<file path="src/hw/rtl/jpsr_pkg.sv">
// Shared types and constants for the joypad serial packet receiver.
// Depends on nothing; every RTL file of the block imports it.
`default_nettype none
package jpsr_pkg;

	// Packet geometry
	localparam int PACKET_BITS = 128;
	localparam int BITPOS_W    = $clog2(PACKET_BITS);
	localparam logic [BITPOS_W-1:0] LAST_BIT = BITPOS_W'(PACKET_BITS - 1);

	// Controller selection
	localparam int PAD_SEL_W = 2;
	localparam int PAD_CNT_W = 3;
	localparam logic [PAD_CNT_W-1:0] MAX_PADS = 3'd4;

	// Transfer bookkeeping
	localparam int BLK_W = 3;
	localparam int CMD_W = 5;
	localparam logic [CMD_W-1:0] CMD_SET_PADS = 5'h11;

	// Port register values and masks
	localparam logic [7:0] PORT_START  = 8'hcf;
	localparam logic [7:0] PORT_IDLE   = 8'hff;
	localparam logic [7:0] READ_HI     = 8'hc0;
	localparam logic [7:0] SEL_KEEP    = 8'hf0;

	// Select-line patterns, bits 5:4 of the port
	localparam logic [1:0] LINES_BOTH_LOW  = 2'b00;
	localparam logic [1:0] LINES_LOW4      = 2'b10;
	localparam logic [1:0] LINES_LOW5      = 2'b01;
	localparam logic [1:0] LINES_BOTH_HIGH = 2'b11;

	// Function codes
	localparam logic FUNC_WRITE = 1'b0;
	localparam logic FUNC_READ  = 1'b1;

	// Configuration port
	localparam int PADDR_W = 3;
	localparam int PDATA_W = 32;
	localparam logic REG_MULTI_MODE = 1'b0;

	typedef struct packed {
		logic       func;
		logic [7:0] write_value;
		logic [7:0] pad0_buttons;
		logic [7:0] pad1_buttons;
		logic [7:0] pad2_buttons;
		logic [7:0] pad3_buttons;
	} req_word_t;

	typedef struct packed {
		logic [7:0]       read_data;
		logic             packet_done;
		logic [63:0]      packet_low;
		logic [63:0]      packet_high;
		logic [CMD_W-1:0] command_code;
		logic [BLK_W-1:0] block_index;
	} rsp_word_t;

endpackage
`default_nettype wire

</file>
<file path="src/hw/rtl/jpsr_cfg.sv">
// APB-style configuration register for the packet receiver.
// Depends on jpsr_pkg.
`default_nettype none
module jpsr_cfg (
	input  wire logic                         clk,
	input  wire logic                         arst_n,
	input  wire logic                         psel,
	input  wire logic                         penable,
	input  wire logic                         pwrite,
	input  wire logic [jpsr_pkg::PADDR_W-1:0] paddr,
	input  wire logic [jpsr_pkg::PDATA_W-1:0] pwdata,
	output logic      [jpsr_pkg::PDATA_W-1:0] prdata,
	output logic                              pready,
	output logic                              multi_mode
);
	import jpsr_pkg::*;

	logic multi_mode_q;
	logic wr_en;

	// write strobe on the access phase
	assign wr_en  = psel && penable && pwrite;
	assign pready = 1'b1;

	always_ff @(posedge clk or negedge arst_n) begin
		if (!arst_n) begin
			multi_mode_q <= 1'b1;
		end else if (wr_en && paddr[2] == REG_MULTI_MODE) begin
			multi_mode_q <= pwdata[0];
		end
	end

	// read mux
	always_comb begin
		prdata = '0;
		if (paddr[2] == REG_MULTI_MODE) begin
			prdata[0] = multi_mode_q;
		end
	end

	assign multi_mode = multi_mode_q;

endmodule
`default_nettype wire

</file>
<file path="src/hw/rtl/jpsr_engine.sv">
// Port state, packet shift buffer and per-word result logic.
// Depends on jpsr_pkg.
`default_nettype none
module jpsr_engine (
	input  wire logic                clk,
	input  wire logic                arst_n,
	input  wire logic                fire,
	input  wire jpsr_pkg::req_word_t item,
	input  wire logic                multi_mode,
	output jpsr_pkg::rsp_word_t      result
);
	import jpsr_pkg::*;

	logic                 recv_q, recv_d;
	logic [BITPOS_W-1:0]  bitpos_q, bitpos_d;
	logic [PACKET_BITS-1:0] buf_q, buf_d;
	logic [7:0]           port_q, port_d;
	logic [CMD_W-1:0]     cmd_q, cmd_d;
	logic [BLK_W-1:0]     exp_q, exp_d;
	logic [BLK_W-1:0]     rcvd_q, rcvd_d;
	logic [PAD_CNT_W-1:0] cnt_q, cnt_d;
	logic [PAD_SEL_W-1:0] sel_q, sel_d;
	logic [1:0]           seen_q, seen_d;

	always_comb begin
		logic [1:0]           lines;
		logic [7:0]           pad;
		logic [2:0]           shift;
		logic [3:0]           byte_i;
		logic [BLK_W-1:0]     blk;
		logic [BLK_W-1:0]     nblk;
		logic [PAD_CNT_W-1:0] ncnt;
		logic [PAD_CNT_W-1:0] sinc;
		logic [PAD_SEL_W-1:0] snew;

		lines  = item.write_value[5:4];
		shift  = bitpos_q[2:0];
		byte_i = bitpos_q[BITPOS_W-1:3];
		blk    = rcvd_q;
		nblk   = '0;
		ncnt   = '0;
		sinc   = '0;
		snew   = sel_q;
		pad    = item.pad0_buttons;

		recv_d   = recv_q;
		bitpos_d = bitpos_q;
		buf_d    = buf_q;
		port_d   = port_q;
		cmd_d    = cmd_q;
		exp_d    = exp_q;
		rcvd_d   = rcvd_q;
		cnt_d    = cnt_q;
		sel_d    = sel_q;
		seen_d   = seen_q;
		result   = '0;

		case (sel_q)
			2'd0:    pad = item.pad0_buttons;
			2'd1:    pad = item.pad1_buttons;
			2'd2:    pad = item.pad2_buttons;
			default: pad = item.pad3_buttons;
		endcase

		if (item.func == FUNC_READ) begin
			// port read: id, direction nibble, key nibble or raw port
			if (multi_mode && port_q[5:4] == LINES_BOTH_HIGH) begin
				result.read_data = PORT_IDLE - {6'd0, sel_q};
			end else if (!port_q[5]) begin
				result.read_data = READ_HI | (port_q & SEL_KEEP) | {4'd0, pad[3:0]};
			end else if (!port_q[4]) begin
				result.read_data = READ_HI | (port_q & SEL_KEEP) | {4'd0, pad[7:4]};
			end else begin
				result.read_data = port_q;
			end
		end else if (lines == LINES_BOTH_LOW) begin
			// start pulse, also restarts a packet in flight
			recv_d   = 1'b1;
			bitpos_d = '0;
			port_d   = PORT_START;
		end else if (recv_q) begin
			port_d = item.write_value;
			if (shift == 3'd0) begin
				buf_d[{byte_i, 3'b000} +: 8] = 8'd0;
			end
			if (port_q[5:4] == LINES_BOTH_LOW && lines != LINES_BOTH_HIGH) begin
				// bit pulse right after start: abort
				recv_d = 1'b0;
			end else if (lines != LINES_BOTH_HIGH) begin
				// bit 4 low shifts 0, bit 5 low shifts 1
				buf_d[bitpos_q] = buf_d[bitpos_q] | item.write_value[4];
				if (bitpos_q == LAST_BIT) begin
					if (blk == '0) begin
						cmd_d = buf_d[7:3];
						exp_d = (buf_d[2:0] == 3'd0) ? 3'd1 : buf_d[2:0];
					end
					if (cmd_d == CMD_SET_PADS) begin
						ncnt = {1'b0, buf_d[9:8]} + 3'd1;
						if (ncnt > MAX_PADS) begin
							ncnt = MAX_PADS;
						end
						cnt_d = ncnt;
						sel_d = (ncnt > 3'd1) ? 2'd1 : 2'd0;
					end
					result.packet_done  = 1'b1;
					result.packet_low   = buf_d[63:0];
					result.packet_high  = buf_d[127:64];
					result.command_code = cmd_d;
					result.block_index  = blk;
					recv_d   = 1'b0;
					bitpos_d = '0;
					nblk     = blk + 3'd1;
					if (nblk == exp_d) begin
						exp_d = '0;
						nblk  = '0;
					end
					rcvd_d = nblk;
				end else begin
					bitpos_d = bitpos_q + 1'b1;
				end
			end
		end else if (lines == LINES_BOTH_HIGH) begin
			// idle release: advance pad after both single-line patterns
			if (seen_q == 2'b11) begin
				sinc = {1'b0, sel_q} + 3'd1;
				snew = (sinc >= cnt_q) ? 2'd0 : sinc[PAD_SEL_W-1:0];
				seen_d = 2'b00;
			end
			sel_d  = snew;
			port_d = PORT_IDLE - {6'd0, snew};
		end else begin
			port_d = item.write_value | PORT_START;
			seen_d = seen_q | ((lines == LINES_LOW5) ? 2'b01 : 2'b10);
		end
	end

	// state update once per processed word
	always_ff @(posedge clk or negedge arst_n) begin
		if (!arst_n) begin
			recv_q   <= 1'b0;
			bitpos_q <= '0;
			buf_q    <= '0;
			port_q   <= PORT_IDLE;
			cmd_q    <= '0;
			exp_q    <= '0;
			rcvd_q   <= '0;
			cnt_q    <= 3'd1;
			sel_q    <= '0;
			seen_q   <= '0;
		end else if (fire) begin
			recv_q   <= recv_d;
			bitpos_q <= bitpos_d;
			buf_q    <= buf_d;
			port_q   <= port_d;
			cmd_q    <= cmd_d;
			exp_q    <= exp_d;
			rcvd_q   <= rcvd_d;
			cnt_q    <= cnt_d;
			sel_q    <= sel_d;
			seen_q   <= seen_d;
		end
	end

endmodule
`default_nettype wire

</file>
<file path="src/hw/rtl/joypad_serial_packet_receiver_core.sv">
// Joypad serial packet receiver: a word is registered in the input register on
// acceptance, then processed and held in the result register once that is free.
// Throughput is one word per cycle while rsp_stall is low. A stalled result holds
// the result register and stalls the input once the input register is also full.
// Reset (arst_n low, asynchronous) empties both stages, clears the packet
// state, sets the port to 0xff, the controller count to 1 and multi mode on.
`default_nettype none
module joypad_serial_packet_receiver_core (
	input  wire logic                         clk,
	input  wire logic                         arst_n,
	input  wire logic                         req_valid,
	output logic                              req_stall,
	input  wire jpsr_pkg::req_word_t          req,
	output logic                              rsp_valid,
	input  wire logic                         rsp_stall,
	output jpsr_pkg::rsp_word_t               rsp,
	input  wire logic                         psel,
	input  wire logic                         penable,
	input  wire logic                         pwrite,
	input  wire logic [jpsr_pkg::PADDR_W-1:0] paddr,
	input  wire logic [jpsr_pkg::PDATA_W-1:0] pwdata,
	output logic      [jpsr_pkg::PDATA_W-1:0] prdata,
	output logic                              pready
);
	import jpsr_pkg::*;

	logic      s1_valid_q;
	req_word_t req_s1;
	logic      s2_valid_q;
	rsp_word_t rsp_s2;
	rsp_word_t result;
	logic      multi_mode;
	logic      s2_free;
	logic      advance;

	jpsr_cfg u_cfg (
		.clk        (clk),
		.arst_n     (arst_n),
		.psel       (psel),
		.penable    (penable),
		.pwrite     (pwrite),
		.paddr      (paddr),
		.pwdata     (pwdata),
		.prdata     (prdata),
		.pready     (pready),
		.multi_mode (multi_mode)
	);

	jpsr_engine u_engine (
		.clk        (clk),
		.arst_n     (arst_n),
		.fire       (advance),
		.item       (req_s1),
		.multi_mode (multi_mode),
		.result     (result)
	);

	// handshake between the two stages
	assign s2_free   = !s2_valid_q || !rsp_stall;
	assign advance   = s1_valid_q && s2_free;
	assign req_stall = s1_valid_q && !s2_free;

	// input register
	always_ff @(posedge clk or negedge arst_n) begin
		if (!arst_n) begin
			s1_valid_q <= 1'b0;
		end else if (!req_stall) begin
			s1_valid_q <= req_valid;
		end
	end

	always_ff @(posedge clk) begin
		if (req_valid && !req_stall) begin
			req_s1 <= req;
		end
	end

	// result register
	always_ff @(posedge clk or negedge arst_n) begin
		if (!arst_n) begin
			s2_valid_q <= 1'b0;
		end else if (s2_free) begin
			s2_valid_q <= s1_valid_q;
		end
	end

	always_ff @(posedge clk) begin
		if (advance) begin
			rsp_s2 <= result;
		end
	end

	assign rsp_valid = s2_valid_q;
	assign rsp       = rsp_s2;

endmodule
`default_nettype wire

</file>
<file path="config.mk">
export PLATFORM = sky130hd
export DESIGN_NAME = joypad_serial_packet_receiver_core
export DESIGN_NICKNAME = d
export VERILOG_FILES = /design/src/hw/rtl/jpsr_pkg.sv /design/src/hw/rtl/jpsr_cfg.sv /design/src/hw/rtl/jpsr_engine.sv /design/src/hw/rtl/joypad_serial_packet_receiver_core.sv
export SDC_FILE = /design/constraint.sdc
export NUM_CORES = 1
export LEC_CHECK = 0
export ABC_AREA = 1
export BUFFER_PORTS_ARGS = -buffer_cell sky130_fd_sc_hd__buf_4
export CAP_MARGIN = 30
export CELL_PAD_IN_SITES_DETAIL_PLACEMENT = 0
export CELL_PAD_IN_SITES_GLOBAL_PLACEMENT = 1
export CORE_MARGIN = 1
export CORE_UTILIZATION = 47
export CTS_BUF_LIST = sky130_fd_sc_hd__clkbuf_4 sky130_fd_sc_hd__clkbuf_8
export DETAILED_ROUTE_END_ITERATION = 6
export MAX_ROUTING_LAYER = met4
export PLACE_DENSITY_LB_ADDON = 0.1
export SYNTH_ARGS = -nofsm -noshare
export SYNTH_HDL_FRONTEND = slang
export SYNTH_HIERARCHICAL = 1
export SYNTH_SLANG_ARGS = --single-unit
export TNS_END_PERCENT = 50
</file>
<file path="constraint.sdc">
create_clock -name clk -period 24.6 [get_ports clk]
set_input_delay 0 -clock clk [delete_from_list [all_inputs] [get_ports clk]]
set_output_delay 0 -clock clk [all_outputs]
set_load 0.01 [all_outputs]
</file>
==> impl_results.md, run 1 <==
- Period utilization: 23.0%
- I/O Buffers: 197
- Critical path type: register to register
- Largest cells by area after synthesis: edfxtp_1 30%, dfrtp_1 21%, nand2_1 9.5%
- Placed cell area: 20,300 sq um
- CTS tree: yes
- Synth Warn #: 6
- Number of global-route vias before repair: 15,700
- Max clock buf depth: 3
- Final hold slack: 38.9 ps
- Hold Crit Class: primary input to register
- CP max stage cell: dfrtp_1
- Root Buffer: clkbuf_8
- Comb pwr share: 36.8%
- Die span in y: 201 microns
- Setup crit start: u_engine/bitpos_q[3]
- Most frequent cells in the layout: 475 x nand2_1, 267 x a21oi_1, 263 x nor2_1
- Multi-input combinational cell area: 7730 sq um
- Post-synthesis cell area: 18,700 sq um
- Switching part of the total: 39.2%
- DRT antenna net count: 0
- Synthesis-stage register bit count: 351
- Met3 global-route usage: 4.39%
- Met2 usage: 43.7%
- Sequential area share after synthesis: 52.1%
- First-pass GRT wire length: 87,200 microns
- Outcome: finished, final reports clean
- Total gr overflow: 0
- Final setup fails: 0
- Switch Pwr: 0.000889 W
- Worst Path Required: 25,160 ps
- CP arrival: 6220 ps
- RePlAce Congestion: 0.910
- Layout cells sized above 1: 16.0%
- Worst slew margin: 31.7%
- Slew @ Worst Pin: 1020 ps
- Fillers: 3,533
- Residual DRC: 0
- H-tree Lvls: 2
- Slowest stage delay, CP: 800 ps
- I/O Pins: 263
- P_leak: 9.89 nW
- Worst vdd ir: 0.0622 mV
- Met1 Resource Use GR: 36.7%
- Dominant cell type by area after synthesis: edfxtp_1
- CTS Buf Count: 59
- Worst setup EP type: register
- Mapped Cells: 2,189
- 1st-iter DRT viols: 1,438
- GRT Overall Usage: 27.9%
- PD cells: 101 nW/um^2
- Max Slew Vio Count: 0
- Post-Route WL: 56,100 microns
- Internal Power: 0.00138 W
- Type of origin of the critical path: register
- Fin area: 22,400 sq um
- Reg2reg start: u_engine/bitpos_q[3]
- Most numerous cell on the critical path: nand2_1
- Setup ws final: 18,940 ps
- Row count: 72
- Die area: 40,500 sq um
- Post-detail-place hpwl: 34,000 microns
- Clk_lat worst skew: 680 ps
- Clock Skew: 25.3 ps
- CTS Sinks: 351
- Most common cell after layout, fill and taps aside: nand2_1
- Seq pwr share: 37.3%
- Post-cts resize count: 0
- Mean Syn Cell Area: 8.53 sq um
- Vias: 16,800
- Unrepaired setup endpoints after global routing: false
- Hold path start: req[21]
- Crit-path max FO: 16
- GR peak layer: met2
- Pre-CTS WS: 18,980 ps
- Die Wd: 201 microns
- Routed WL per cell: 18.9 microns
- Initial Util: 48.0%
- Part of the power in the clock network: 25.9%
- Setup_tns: 0 ps
- Nets: 2,493
- CTS clock-pin slew for the worst setup and hold paths: 70 ps
- Post-synth top area share: 29.9%
- FF/Latch Area: 9730 sq um
- Fin crit period: 5660 ps
- DRT Pass-1 Iters: 6
- Max_cap viols: 0
- Netlist cell types: 43
- Ant. Diodes: 0
- Largest net degree at the start of global routing: 120
- Initial antenna violation count: 0
- Via density: 5.66
- P&R area growth vs syn: 19.9%
- Final Hold Fails: 0
- Core footprint: 38,900 sq um
- Peak Freq: 177 MHz
-- cells by family after synthesis --
logic type | after synthesis | share of synthesized area (%)
compound gates | 594 | 19.3
xor+xnor | 3 | 0.141
fa+ha+maj | 17 | 1.14
buf+inv | 309 | 7.40
flops | 351 | 52.1
other cells | 2 | 0.0402
simple gates | 913 | 19.9
-- worst max-delay path, delay by kind of cell (launching register included) --
kind / cells / cell delay, ps
fa+ha+maj: 1 / 440
simple gates: 22 / 3290
compound gates: 1 / 350
flops: 1 / 800
buf+inv: 2 / 650
-- stage by stage --
step	util, %	instances	total power (W)
2_1_floorplan	-	2219	0.00143
3_3_place_gp	51.9	2765	0.00164
3_5_place_dp	52.2	2776	0.00167
4_1_cts	57.5	2960	0.00227
5_1_grt	57.5	2962	0.00240
6_report	57.5	2962	0.00226
-- final timing paths --
path	end	slack, ps	cells after the start
max reg2reg	u_engine/exp_q[2]	18940	26
max in group asynchronous	u_engine/buf_q[74]	22530	5
max	u_engine/exp_q[2]	18940	26
min reg2reg	u_engine/cnt_q[2]	480	2
min	req_s1[21]	40	2
min in group asynchronous	u_engine/port_q[0]	490	3
-- routing by layer --
metal	vias to the layer above	share of wire [%]
li1	7951	-
met1	8006	43
met2	672	47
met3	129	6.6
met4	0	2.9
met5	-	0
-- state kept, by name, summed over array words and instances (netlist names), named ones only --
| name | cells |
|---|---|
| req_s1 | 41 |
| rsp | 145 |
| rsp_valid | 1 |
| s1_valid_q | 1 |
| u_cfg/multi_mode | 1 |
| u_engine/bitpos_q | 7 |
| u_engine/buf_q | 128 |
| u_engine/cmd_q | 5 |
| u_engine/cnt_q | 3 |
| u_engine/exp_q | 3 |
| u_engine/port_q | 8 |
| u_engine/rcvd_q | 3 |
| u_engine/recv_q | 1 |
| u_engine/seen_q | 1 |
| u_engine/sel_q | 2 |
-- what timing repair did --
action | in CTS | in global routing
setup buffers | 0 | 0
hold endpoints to repair | 156 | 0
hold buffers | 72 | 0
-- cell usage after synthesis, drive strengths merged --
| cell | instances |
|---|---|
| dfrtp | 155 |
| buf | 77 |
| conb | 2 |
| o2111ai | 3 |
| a21oi | 269 |
| o21ai | 77 |
| nor4 | 1 |
| inv | 116 |
| clkinv | 3 |
| xor2 | 1 |
| clkbuf | 113 |
| nor3 | 1 |
| dfstp | 10 |
| xnor2 | 2 |
| ha | 17 |
| nand3 | 138 |
| nand4 | 3 |
| and2 | 1 |
| o21bai | 1 |
| nor2 | 280 |
| nand2 | 483 |
| nand3b | 2 |
| o211ai | 17 |
| a22o | 109 |
| edfxtp | 186 |
| a31oi | 112 |
| o31ai | 1 |
| o22ai | 3 |
| or2 | 4 |
| o221ai | 2 |
-- layout make-up --
cell class / instances / share of cell area, %
well taps: 518 / 2.89
clock inverters: 36 / 1.65
repair buffers: 303 / 11.3
multi-input cells: 1559 / 34.5
flip-flops and latches: 351 / 43.4
inverters: 119 / 2.03
clock buffers: 76 / 4.22
-- power groups by stage --
| stage | logic [W] | clock network (W) | registers [W] |
|---|---|---|---|
| floorplan | 0.000591 | 0 | 0.000840 |
| global route | 0.000923 | 0.000621 | 0.000861 |
| global placement | 0.000790 | 0 | 0.000847 |
| CTS | 0.000826 | 0.000599 | 0.000843 |
| finish | 0.000833 | 0.000586 | 0.000845 |
| detailed placement | 0.000814 | 0 | 0.000852 |
(Power assumes the default switching activity.)
==> inputs of run 2 (changes only) <==
--- a/config.mk
+++ b/config.mk
@@ -11,7 +11,7 @@
 export CELL_PAD_IN_SITES_DETAIL_PLACEMENT = 0
 export CELL_PAD_IN_SITES_GLOBAL_PLACEMENT = 1
 export CORE_MARGIN = 1
-export CORE_UTILIZATION = 47
+export CORE_UTILIZATION = 41
 export CTS_BUF_LIST = sky130_fd_sc_hd__clkbuf_4 sky130_fd_sc_hd__clkbuf_8
 export DETAILED_ROUTE_END_ITERATION = 6
 export MAX_ROUTING_LAYER = met4
==> constraint.sdc (replaced) <==
create_clock -name clk -period 4.7 [get_ports clk]
set_input_delay 0 -clock clk [delete_from_list [all_inputs] [get_ports clk]]
set_output_delay 0 -clock clk [all_outputs]
set_load 0.01 [all_outputs]
==> impl_results.md, run 2 (synthesized netlist as in run 1, its figures left out) <==
- Layout Cells excl Fill: 3,173 (+7.1%)
- Post-Route WL: 58,500 microns (+4.2%)
- Clock Skew: 36.0 ps (+10.7 ps)
- Die area: 46,400 sq um (+14%)
- Worst vdd ir: 0.331 mV (+430%)
- Nets: 2,629 (+5.5%)
- Initial Util: 41.9% (-6.1 points)
- GRT Overall Usage: 25.9% (-2.0 points)
- Worst slew margin: 27.1% (-4.7 points)
- Number of global-route vias before repair: 16,700 (+6.5%)
- PD cells: 532 nW/um^2 (+430%)
- P_leak: 10.6 nW (+6.9%)
- Post-detail-place hpwl: 35,900 microns (+5.5%)
- 1st-iter DRT viols: 1,256 (-13%)
- Outcome: finished, final reports clean
- DRT antenna net count: 0 (unchanged)
- Fin crit period: 4040 ps (-1620 ps)
- Layout cells sized above 1: 20.0% (+4.1 points)
- CTS tree: yes
- Type of origin of the critical path: register
- Slowest stage delay, CP: 470 ps (-330 ps)
- CTS clock-pin slew for the worst setup and hold paths: 60 ps (about the same)
- I/O Pins: 263 (unchanged)
- Most frequent cells in the layout: 475 x nand2_1, 340 x buf_4, 266 x a21oi_1
- CP arrival: 4650 ps (-1570 ps)
- Final Hold Fails: 0 (unchanged)
- DRT Pass-1 Iters: 5 (-1)
- CTS Sinks: 351 (unchanged)
- Slew @ Worst Pin: 1090 ps (+70.2 ps)
- RePlAce Congestion: 0.862 (-5.3%)
- Routed WL per cell: 18.4 microns (-2.7%)
- Clk_lat worst skew: 680 ps (about the same)
- Pre-CTS WS: 692 ps (-18,280 ps)
- Crit-path max FO: 15 (-1)
- Die span in y: 215 microns (+7.0%)
- Row count: 77 (+6.9%)
- Largest register FFs: 145 (unchanged)
- P&R area growth vs syn: 27.0%
- Vias: 17,100 (+1.9%)
- CTS Buf Count: 61 (+3.4%)
- Total gr overflow: 0 (unchanged)
- Most numerous cell on the critical path: nand2_1
- Setup ws final: 658 ps (-18,280 ps)
- Root Buffer: clkbuf_8
- Residual DRC: 0 (unchanged)
- Setup_tns: 0 ps (unchanged)
- Unrepaired setup endpoints after global routing: false
- Critical path type: register to register
- Hold Crit Class: primary input to register
- Worst Path Required: 5310 ps (-19,850 ps)
- Final hold slack: 60.2 ps (+21.3 ps)
- Core footprint: 44,600 sq um (+15%)
- Worst setup EP type: register
- Peak Freq: 247 MHz (+40%)
- Max Slew Vio Count: 0 (unchanged)
- CP max stage cell: dfrtp_1
- Period utilization: 86.0% (+63 points)
- I/O Buffers: 197 (unchanged)
- Max clock buf depth: 3 (unchanged)
- Via density: 5.38 (-4.9%)
- Max_cap viols: 0 (unchanged)
- Post-route core utilization: 53.2% (-4.4 points)
- Most common cell after layout, fill and taps aside: nand2_1
- Placed Cells: 2,970 (+7.0%)
- Ant. Diodes: 0 (unchanged)
- Final setup fails: 0 (unchanged)
- H-tree Lvls: 2 (unchanged)
- First-pass GRT wire length: 92,600 microns (+6.2%)
- Die Wd: 215 microns (+7.0%)
- Largest net degree at the start of global routing: 137 (+14%)
- Initial antenna violation count: 0 (unchanged)
- Fillers: 4,081 (+16%)
-- run 2: cell count changes in the layout (fill, tap and decap cells not counted), sizes merged --
cell and delta:
clkbuf +8, bufinv +1, clkinv -3, inv -3, buf +118, dlygate4sd3 +16
-- run 2: worst paths after layout --
path	slack, ps	to	from	cells after the start
hold / removal	60	req_s1[7]	req[7]	2
setup / recovery	660	u_engine/rcvd_q[2]	u_engine/bitpos_q[0]	30
hold reg to reg	470	u_engine/cnt_q[1]	u_engine/cnt_q[1]	2
min in group asynchronous	350	u_engine/buf_q[124]	arst_n	3
max in group asynchronous	3370	u_engine/bitpos_q[1]	arst_n	4
setup reg to reg	660	u_engine/rcvd_q[2]	u_engine/bitpos_q[0]	30
-- run 2: what timing repair did --
item / 4_1_cts / 5_1_grt
hold buffers: 88 / 0
buffers inserted: 0 / 0
gates resized for setup: 0 / 0
hold endpoints to repair: 186 / 0
-- run 2: area by class of cell --
class	count	area (sq um)	share of cell area [%]
sequential	351	9730	41.0
clock buffer	84	1070	4.51
inverter	119	460	1.94
timing repair buffer	437	3610	15.2
multi-input combinational	1559	7750	32.7
tap	592	741	3.12
clock inverter	31	358	1.51
-- run 2: per-layer routing --
layer	GRT usage (%)	wire length, microns	vias to the layer above	part of all wire [%]
met1	34.8	26200	8229	45
met5	-	0	-	0
met4	7.57	1330	0	2.3
li1	-	-	8223	-
met3	3.82	3280	87	5.6
met2	40.8	27600	535	47
-- run 2: critical path: cells and delay by family (launching register included) --
family / cells / cell delay [ps]
flip-flops: 1 / 470
buffers and inverters: 6 / 750
adder cells (fa/ha/maj): 1 / 190
AO/OA/AOI/OAI: 2 / 450
AND/OR/NAND/NOR: 21 / 2090
-- run 2: power breakdown --
part           leakage, nW  switching (W)  internal [W]  total, W
combinational         5.89        0.00298       0.00195   0.00493
sequential            3.94       0.000459       0.00396   0.00442
clock                0.749        0.00135       0.00192   0.00327
total                 10.6        0.00479       0.00783    0.0126
-- run 2: metrics by stage --
stage	instance area [sq um]	total power (W)
after floorplan	19000	0.00752
after global placement	21300	0.00918
after detailed placement	21400	0.00928
after CTS	23700	0.0127
after global routing	23700	0.0135
final	23700	0.0126
